**src/design/tsrg_pkg.sv**
```systemverilog
`timescale 1ns / 1ps
// ============================================================================
// tsrg_pkg
// Shared types and constants of the trend, season and residual gradient
// engine: transaction payloads, command codes, register indexes, state codes
// and the CORDIC arctangent table.
// ============================================================================
package tsrg_pkg;

   // command codes on req_data.cmd
   localparam logic [1:0] CMD_LOAD_COEF = 2'd0;
   localparam logic [1:0] CMD_LOAD_CP   = 2'd1;
   localparam logic [1:0] CMD_SAMPLE    = 2'd2;
   localparam logic [1:0] CMD_FINISH    = 2'd3;

   // configuration register indexes
   localparam int CSR_IW = 3;
   localparam logic [CSR_IW-1:0] CSR_INV_VAR_OBS       = 3'd0;
   localparam logic [CSR_IW-1:0] CSR_INV_VAR_RATE      = 3'd1;
   localparam logic [CSR_IW-1:0] CSR_INV_VAR_OFFSET    = 3'd2;
   localparam logic [CSR_IW-1:0] CSR_INV_VAR_SEASON    = 3'd3;
   localparam logic [CSR_IW-1:0] CSR_INV_LAPLACE_SCALE = 3'd4;
   localparam logic [CSR_IW-1:0] CSR_PHASE_RATE        = 3'd5;

   localparam logic [31:0] ONE_Q24 = 32'h0100_0000;

   // command queue between front and back
   localparam int QUEUE_DEPTH = 4;
   localparam int QUEUE_AW    = 2;
   localparam int QUEUE_CW    = 3;

   // CORDIC
   localparam int CORDIC_STEPS = 24;
   localparam logic signed [33:0] CORDIC_GAIN = 34'sd652032874;
   localparam logic signed [33:0] CORDIC_ATAN [CORDIC_STEPS] = '{
      34'sd536870912, 34'sd316933461, 34'sd167458907, 34'sd85004756,
      34'sd42667331,  34'sd21354465,  34'sd10679838,  34'sd5340245,
      34'sd2670163,   34'sd1335087,   34'sd667544,    34'sd333772,
      34'sd166886,    34'sd83443,     34'sd41722,     34'sd20861,
      34'sd10430,     34'sd5215,      34'sd2608,      34'sd1304,
      34'sd652,       34'sd326,       34'sd163,       34'sd81
   };

   typedef struct packed {
      logic [1:0]         cmd;
      logic [5:0]         slot;
      logic signed [31:0] operand_a;
      logic signed [31:0] operand_b;
   } tsrg_req_type;

   typedef struct packed {
      logic [5:0]         grad_index;
      logic signed [63:0] grad_value;
      logic               last;
   } tsrg_rsp_type;

   typedef enum logic [1:0] {
      OP_LOAD_COEF,
      OP_LOAD_CP,
      OP_SAMPLE,
      OP_FINISH
   } op_kind_type;

   typedef struct packed {
      op_kind_type        kind;
      logic               slot_ok;
      logic [5:0]         slot;
      logic signed [31:0] operand_a;
      logic signed [31:0] operand_b;
   } tsrg_op_type;

   typedef struct packed {
      logic [31:0] inv_var_obs;
      logic [31:0] inv_var_rate;
      logic [31:0] inv_var_offset;
      logic [31:0] inv_var_season;
      logic [31:0] inv_laplace_scale;
      logic [31:0] phase_rate;
   } tsrg_cfg_type;

   typedef enum logic [4:0] {
      ST_IDLE,
      ST_BASE,
      ST_TREND_K,
      ST_TREND_M,
      ST_CP_RD,
      ST_CP_MUL,
      ST_CP_ADD,
      ST_H_PHASE,
      ST_H_CORDIC,
      ST_H_COS,
      ST_H_SIN,
      ST_H_ADD,
      ST_NR,
      ST_A_PRE,
      ST_A_ISS,
      ST_A_WR,
      ST_F_RD,
      ST_F_HI,
      ST_F_LO,
      ST_F_PR,
      ST_F_OUT
   } back_state_type;

endpackage

```
**src/design/tsrg_front.sv**
```systemverilog
`timescale 1ns / 1ps
// ============================================================================
// tsrg_front
// Accepts request transactions, decodes the command and checks the slot
// against its store, and holds decoded operations in a short queue.
// ============================================================================
module tsrg_front import tsrg_pkg::*; #(
   parameter int NUM_CHANGEPOINTS = 25,
   parameter int NUM_COEFS        = 47
) (
   input  logic         clock,
   input  logic         reset,
   input  logic         req_push,
   output logic         req_full,
   input  tsrg_req_type req_data,
   output logic         op_valid,
   input  logic         op_pop,
   output tsrg_op_type  op_data
);

   tsrg_op_type           queue_ff [QUEUE_DEPTH];
   logic [QUEUE_AW-1:0]   head_ff, head_in;
   logic [QUEUE_AW-1:0]   tail_ff, tail_in;
   logic [QUEUE_CW-1:0]   count_ff, count_in;
   tsrg_op_type           op_in;
   logic                  push_ok;
   logic                  pop_ok;

   always_comb begin
      op_in.slot      = req_data.slot;
      op_in.operand_a = req_data.operand_a;
      op_in.operand_b = req_data.operand_b;
      case (req_data.cmd)
         CMD_LOAD_COEF: begin
            op_in.kind    = OP_LOAD_COEF;
            op_in.slot_ok = 32'(req_data.slot) < 32'(NUM_COEFS);
         end
         CMD_LOAD_CP: begin
            op_in.kind    = OP_LOAD_CP;
            op_in.slot_ok = 32'(req_data.slot) < 32'(NUM_CHANGEPOINTS);
         end
         CMD_SAMPLE: begin
            op_in.kind    = OP_SAMPLE;
            op_in.slot_ok = 1'b1;
         end
         default: begin
            op_in.kind    = OP_FINISH;
            op_in.slot_ok = 1'b1;
         end
      endcase
   end

   assign req_full = count_ff == QUEUE_CW'(QUEUE_DEPTH);
   assign op_valid = count_ff != '0;
   assign op_data  = queue_ff[head_ff];
   assign push_ok  = req_push && !req_full;
   assign pop_ok   = op_pop && op_valid;

   always_comb begin
      head_in  = pop_ok  ? head_ff + 1'b1 : head_ff;
      tail_in  = push_ok ? tail_ff + 1'b1 : tail_ff;
      count_in = count_ff;
      if (push_ok && !pop_ok) begin
         count_in = count_ff + 1'b1;
      end else if (pop_ok && !push_ok) begin
         count_in = count_ff - 1'b1;
      end
   end

   always_ff @(posedge clock) begin
      if (reset) begin
         head_ff  <= '0;
         tail_ff  <= '0;
         count_ff <= '0;
      end else begin
         head_ff  <= head_in;
         tail_ff  <= tail_in;
         count_ff <= count_in;
      end
   end

   always_ff @(posedge clock) begin
      if (push_ok) begin
         queue_ff[tail_ff] <= op_in;
      end
   end

endmodule

```
**config.mk**
```make
export PLATFORM = sky130hd
export DESIGN_NAME = tsrg_front
export DESIGN_NICKNAME = d
export VERILOG_FILES = /design/src/design/tsrg_pkg.sv /design/src/design/tsrg_front.sv
export SDC_FILE = /design/constraint.sdc
export NUM_CORES = 1
export LEC_CHECK = 0
export ABC_AREA = 1
export ABC_CLOCK_PERIOD_IN_PS = 4700
export BUFFER_PORTS_ARGS = -buffer_cell sky130_fd_sc_hd__buf_2
export CORE_MARGIN = 5
export CORE_UTILIZATION = 55
export DETAILED_ROUTE_END_ITERATION = 10
export GPL_TIMING_DRIVEN = 1
export PLACE_DENSITY = 0.75
export SKIP_LAST_GASP = 1
export SYNTH_ARGS = -nofsm -noshare
export SYNTH_HDL_FRONTEND = slang
export SYNTH_SLANG_ARGS = --single-unit
```
**constraint.sdc**
```tcl
create_clock -name clock -period 4.7 [get_ports clock]
set_input_delay 0 -clock clock [delete_from_list [all_inputs] [get_ports clock]]
set_output_delay 0 -clock clock [all_outputs]
set_load 0.05 [all_outputs]
```
==> results of run 1 <==
routing by layer:
layer / routed length [um] / share of wire (%) / vias up / track usage (%)
met1: 10460 / 42 / 3521 / 28.81
met3: 1737 / 7.0 / 49 / 3.485
met2: 12130 / 49 / 268 / 33.32
met5: 0 / 0 / - / 0
met4: 583 / 2.3 / 0 / 5.593
li1: - / - / 3394 / -
metrics by stage:
step	instances	hold slack [ns]	instance area (sq um)	util, %
finish	1308	0.2121	13910	68.53
global route	1307	0.2211	13910	68.52
CTS	1306	0.1987	13910	68.50
detailed placement	1177	0.2185	12290	60.53
global placement	1177	0.2165	12290	60.53
floorplan	795	0.06907	11400	-
worst max-delay path by stage:
stage	from	endpoint	slack (ns)	cells after the start
3_3_place_gp	count_ff[0]$_SDFFE_PP0P_	queue_ff[3][4]$_DFFE_PP_	2.23	5
5_1_grt	register	op_data[43]	1.52	4
2_1_floorplan	count_ff[0]$_SDFFE_PP0P_	queue_ff[0][0]$_DFFE_PP_	0.49	4
3_5_place_dp	count_ff[0]$_SDFFE_PP0P_	queue_ff[3][4]$_DFFE_PP_	2.15	5
6_report	register	op_data[46]	1.73	4
4_1_cts	register	op_data[8]	1.71	4
flip-flops by register name (all words and copies together) (netlist names), named ones only:
register / count
queue_ff: 292
count_ff: 3
head_ff: 2
tail_ff: 2
layout by cell type, fill, tap and decap left out, types with 5 or more instances in the layout:
master           n
inv_1           20
o21ai_1         67
nor2_1         159
dlygate4sd3_1   76
o22ai_1         73
nand2_1         23
o21ai_0         81
edfxtp_1       292
clkbuf_1         8
buf_2          150
dfxtp_1          7
clkinv_1         7
buf_4           10
clkbuf_16       29
clkinv_2         6
ha_1             5
critical path: stages, from the launching register on:
cell     delay (ns)
dfxtp_4        0.50
buf_4          0.95
o21ai_0        0.25
o22ai_1        0.35
buf_2          0.33
logic make-up after synthesis:
family	after synthesis	share of synthesized area (%)
flops	301	78.52
compound gates	224	10.64
simple gates	192	6.411
buf+inv	71	3.634
fa+ha+maj	6	0.7246
xor+xnor	1	0.07686
cell type report:
type                            instances  area [sq um]
Sequential cell                       301          8954
Fill cell                            1338          6389
Multi-Input combinational cell        423          2064
Timing Repair Buffer                  237          1607
Clock buffer                           37         755.7
Tap cell                              270         337.8
Clock inverter                         16         102.6
Inverter                               22         85.08
Antenna cell                            2         5.005
report_power, final:
group,total [mW],internal [mW],switching [mW]
registers,3.36,3.26,0.0906
logic,2.73,0.586,2.14
clock network,2.11,1.19,0.929
==> results.md, run 1 <==
* Status: finished, final reports clean
* First-pass GRT wire length at 39.02 mm
* RR Endpoint: queue_ff[3][31]$_DFFE_PP_
* Worst Reg-to-Reg Cells at 5
* DP HPWL at roughly 14 mm
* DRC viols at 0
* Share of cells above drive strength 1 at about 20%
* Gate count of the mapped netlist at 795
* Worst Tran Pin Value at about 1.2 ns
* Critical path class: register to output pin
* Post-synthesis cell type count at 22
* Global-route usage over all layers at 20.41%
* EDFF count, synth at approximately 300
* R2R setup slack at 2.17 ns
* Max H-tree Level at 1
* # setup viols final at 0
* DRT Wirelength at 24.91 mm
* Number of max-cap violations at 0
* Antenna Nets Post-Route at 0
* VDD IR max at 0.4044 mV
* Final #Nets at roughly 1100
* Crit path max fanout at 125
* Avg Inst Size Synth at 14.34 sq um
* Final Power at 8.199 mW
* PostCTS Resize Cnt at 0
* Seq/Total Area, Yosys at 78.52%
* Clock buffer depth at 3
* Setup TNS at 0 ns
* Final Hold Fails at 0
* Clk sink count at about 300
* Clock transition at path regs at 0.06 ns
* Initial DRT Pass Iterations at 5
* I/O Buffers at 150
* TritonCTS clock tree: done
* Synth Flop Type: edfxtp_1
* CP arrival at 2.97 ns
* Mapped Area at 11400 sq um
* Power density over cell area at 589.4 nW/um^2
* Post-synth top area share at just under 80%
* Iteration-0 DRC Markers at about 640
* Root Buffer Master: clkbuf_16
* Initial Util at 56.15%
* Die area at 23700 sq um
* Die W at 154.0 um
* Count leader, synth: edfxtp_1
* Vias at ~7200
* IO Pins at 151
* Synth top area cells: edfxtp_1 (77%), nor2_1 (5.4%), o22ai_1 (4.0%), o21ai_0 (3.6%), o21ai_1 (2.9%)
* Grt ovf at 0
* Unrepaired setup endpoints after global routing: false
* F_max at 0.3370 GHz
* Dpl ws at 2.146 ns
* TritonCTS Buffers at 29
* CP Launch Type: register
* Synth area leader: edfxtp_1
* Post-synth top cells: edfxtp_1 (292), nor2_1 (163), o21ai_0 (81)
* Worst Hold Launch: req_data[32]
* Core area at 20300 sq um
* Data required, critical path at 4.70 ns
* Postcts setup bufs at 0
* Hold Buf Count CTS at 76
* Synth Warn # at 0
* Slew margin rel. at 19.68%
* Area grow syn2layout at 22.05%
* Row count at 52
* Register bit total from synthesis at 301
* Period utilization at approximately 63%
* Worst hold path type: input port to register
* P_leak at 4.966 nW
* Syn nets at 877
* Worst hold path depth at 2
* Die H at 154.0 um
* Via density at 5.529
* Number of global-route vias before repair at 7259
* Crit. End Element: output pin
* Final Critical Period at ~3.0 ns
* Pin count of the biggest net entering global routing at 126
* Critical R2R Launch: count_ff[0]$_SDFFE_PP0P_
* Final Max Tran Viols at 0
* WHS Endpoint: queue_ff[2][32]$_DFFE_PP_
* Final GP Congestion at 0.7712
* Initial antenna violation count at 1
* Wire per inst at 19.05 um
* Final Worst Setup Slack at 1.733 ns
* Clk_skew at 0.003846 ns
* Clk_lat worst skew at 0.54 ns
* Async SR Flop Fraction at 0%
Power figures use the tool's default switching activity.
==> inputs of run 2 (changes only) <==
--- a/config.mk
+++ b/config.mk
@@ -5,14 +5,14 @@
 export SDC_FILE = /design/constraint.sdc
 export NUM_CORES = 1
 export LEC_CHECK = 0
-export ABC_AREA = 1
-export ABC_CLOCK_PERIOD_IN_PS = 4700
+export ABC_AREA = 0
+export ABC_CLOCK_PERIOD_IN_PS = 2500
 export BUFFER_PORTS_ARGS = -buffer_cell sky130_fd_sc_hd__buf_2
 export CORE_MARGIN = 5
-export CORE_UTILIZATION = 55
+export CORE_UTILIZATION = 51
 export DETAILED_ROUTE_END_ITERATION = 10
 export GPL_TIMING_DRIVEN = 1
-export PLACE_DENSITY = 0.75
+export PLACE_DENSITY = 0.73
 export SKIP_LAST_GASP = 1
 export SYNTH_ARGS = -nofsm -noshare
 export SYNTH_HDL_FRONTEND = slang
==> constraint.sdc (replaced) <==
create_clock -name clock -period 2.5 [get_ports clock]
set_input_delay 0 -clock clock [delete_from_list [all_inputs] [get_ports clock]]
set_output_delay 0 -clock clock [all_outputs]
set_load 0.05 [all_outputs]
==> run 2 against run 1 <==
Net effect:
- global-route usage shrank 3.6 points
- area after synthesis shrank 2.5%
- setup slack lost 1.6 ns
- critical path depth grew 3
- core utilization shrank 3.9 points
- design area grew 0.43%
- routed wire length shrank 17%
==> results.md, run 2 <==
* Final Cell Area at approximately 14000 sq um
* Data required, critical path at approximately 3 ns
* Die area at roughly 25000 sq um
* Number of max-cap violations at 0
* Worst hold path type: input port to register
* Antenna Nets Post-Route at 0
* Placed Instance Area at 12270 sq um
* Clock power frac at between 20% and 30%
* Post-synth top cells: edfxtp_1 (292), mux4_2 (72), dfxtp_1 (9)
* Worst Tran Pin Value at just under 0.5 ns
* Period utilization at 92.80%
* Most frequent cells in the layout: edfxtp_1 (292), buf_2 (150), dlygate4sd3_1 (75)
* Unrepaired setup endpoints after global routing: false
* DRT Wirelength at 20.78 mm
* Clk_skew at between 0.006 and 0.007 ns
* Initial Util at 51.41%
* Worst Hold Launch: req_push
* Setup TNS at 0 ns
* Initial DRT Pass Iterations at 4
* Max H-tree Level at 1
* Final Hold Fails at 0
* Count leader, synth: edfxtp_1
* Register bit total from synthesis at 301
* Via density at 5.423
* Top Registers: queue_ff (292), count_ff (3)
* Reg with most FFs: queue_ff
* I/O Buffers at 150
* CP Launch Type: register
* Final Critical Period at 2.320 ns
* Dpl cells at 861
* # setup viols final at 0
* Share of cells above drive strength 1 at just over 40%
* CP arrival at 2.77 ns
* Final GP Congestion at 0.7547
* F_max at 0.4310 GHz
* Crit. End Element: register
* Power density over cell area at roughly 1100 nW/um^2
* Crit path max fanout at 6
* Clk_lat worst skew at 0.53 ns
* Syn nets at approximately 520
* Vias at 5358
* TritonCTS clock tree: done
* Gate count of the mapped netlist at approximately 440
* Pin count of the biggest net entering global routing at 43
* Global-route usage over all layers at 16.79%
* Final Power at 15.42 mW
* TritonCTS Buffers at 29
* Most common cell after layout, fill and taps aside: edfxtp_1
* Critical path class: register to register
* Synth Warn # at 0
* DP HPWL at between 10 and 15 mm
* DRC viols at 0
* IO Pins at 151
* Async SR Flop Fraction at 0%
* Int Pwr at 10.23 mW
* Final Max Tran Viols at 0
* Ant diodes at 0
* First-pass GRT wire length at between 30 and 40 mm
* Synth Flop Type: edfxtp_1
* Seq/Total Area, Yosys at 80.50%
* Die H at 157.6 um
* Synth top area cells: edfxtp_1 (79%), mux4_2 (15%), dfxtp_1 (1.6%), buf_12 (1.3%), ha_1 (0.56%)
* Clock buffer depth at 3
* Clock transition at path regs at 0.06 ns
* PostCTS Resize Cnt at 0
* Post-synthesis cell type count at 26
* VDD IR max at 1.199 mV
* Switching pwr at between 5 and 6 mW
* Row count at 54
* Area grow syn2layout at 25.69%
* Core area at ~22000 sq um
* Number of global-route vias before repair at 5782
* Root Buffer Master: clkbuf_16
* Avg Inst Size Synth at 25.49 sq um
* CP Launch Point: count_ff[0]$_SDFFE_PP0P_
* Post-synth top area share at 78.88%
* EDFF count, synth at 292
* Die W at approximately 160 um
* Synth area leader: edfxtp_1
* Slew margin rel. at approximately two thirds
* Critical R2R Launch: count_ff[0]$_SDFFE_PP0P_
* Sw Ratio at 33.69%
* Power share of the combinational group at 31.4%
* Reg power frac at between 40% and 50%
* Status: finished, final reports clean
* Grt ovf at 0
* Wire per inst at approximately 21 um
* Initial antenna violation count at 0
* Final #Nets at just under 800
* Fin cells at just under 1000
* Clk sink count at 301
* P_leak at 4.770 nW
* Largest register FFs at 292
* Iteration-0 DRC Markers at 343
* Mapped Area at 11120 sq um
==> run 2: cell count changes in the layout (fill, tap and decap cells not counted), moves of 16 or more <==
cell | before | now
mux4_2 | 0 | 72
o22ai_1 | 73 | 0
o21ai_0 | 81 | 2
nor2_1 | 159 | 6
nand2_1 | 23 | 0
inv_1 | 20 | 4
o21ai_1 | 67 | 0
==> run 2: what timing repair did <==
item                      CTS  global route
hold endpoints to repair  301             0
setup buffers               0             0
hold buffers               75             0
==> run 2: cell families (layout without fill, tap and decap cells) <==
group | Yosys count | in the layout | share of synthesized area (%)
multiplexers | 75 | 75 | 15.00
AO/OA/AOI/OAI | 8 | 8 | 0.4615
buffers and inverters | 23 | 295 | 1.958
AND/OR/NAND/NOR | 19 | 19 | 1.013
XOR/XNOR | 4 | 4 | 0.3151
adder cells (fa/ha/maj) | 6 | 6 | 0.7429
flip-flops | 301 | 301 | 80.50
==> run 2: worst paths after layout <==
check | end | slack (ns) | cells past startpoint
max | count_ff[2]$_SDFFE_PP0P_ | 0.18 | 7
min reg2reg | tail_ff[1]$_SDFFE_PP0P_ | 0.52 | 2
min | tail_ff[1]$_SDFFE_PP0P_ | 0.03 | 5
max reg2reg | count_ff[2]$_SDFFE_PP0P_ | 0.18 | 7
==> run 2: power by group through the flow <==
stage | Sequential, mW | Combinational (mW) | Clock [mW]
6_report | 6.31 | 4.85 | 4.27
2_1_floorplan | 6.26 | 3.94 | 0
3_3_place_gp | 6.39 | 4.76 | 0
3_5_place_dp | 6.43 | 4.81 | 0
5_1_grt | 6.37 | 5.09 | 4.59
4_1_cts | 6.33 | 4.93 | 4.36
==> run 2: per-stage QoR <==
stage | hold slack [ns] | worst slack (ns) | utilization, %
6_report | 0.03379 | 0.1799 | 64.62
5_1_grt | 0.04265 | 0.09621 | 64.62
4_1_cts | 0.006622 | 0.1687 | 64.62
3_5_place_dp | 0.2168 | 0.2392 | 56.77
3_3_place_gp | 0.2105 | 0.4480 | 56.77
2_1_floorplan | 0.09887 | 0.1096 | -
==> run 2: layout make-up <==
type	instances	area, sq um
flip-flops and latches	301	8956
fillers	1438	7650
multi-input cells	112	1959
repair buffers	239	1744
clock buffers	39	803.3
well taps	280	350.3
clock inverters	13	142.6
inverters	4	15.01
==> run 2: worst max-delay path, stage by stage, from the launching register on <==
cell and delay (ns):
dfxtp_1 0.38, o31ai_1 0.45, ha_1 0.29, inv_1 0.07, fa_1 0.39, xor2_1 0.19
or3_1 0.31, a21oi_1 0.17
==> run 2: metal layers <==
metal	part of all wire [%]	routed length [um]	vias up	GRT usage [%]
li1	-	-	2365	-
met1	42	8814	2779	23.90
met2	50	10340	187	27.95
met3	6.6	1373	27	3.062
met4	1.2	251	0	3.195
met5	0	0	-	0
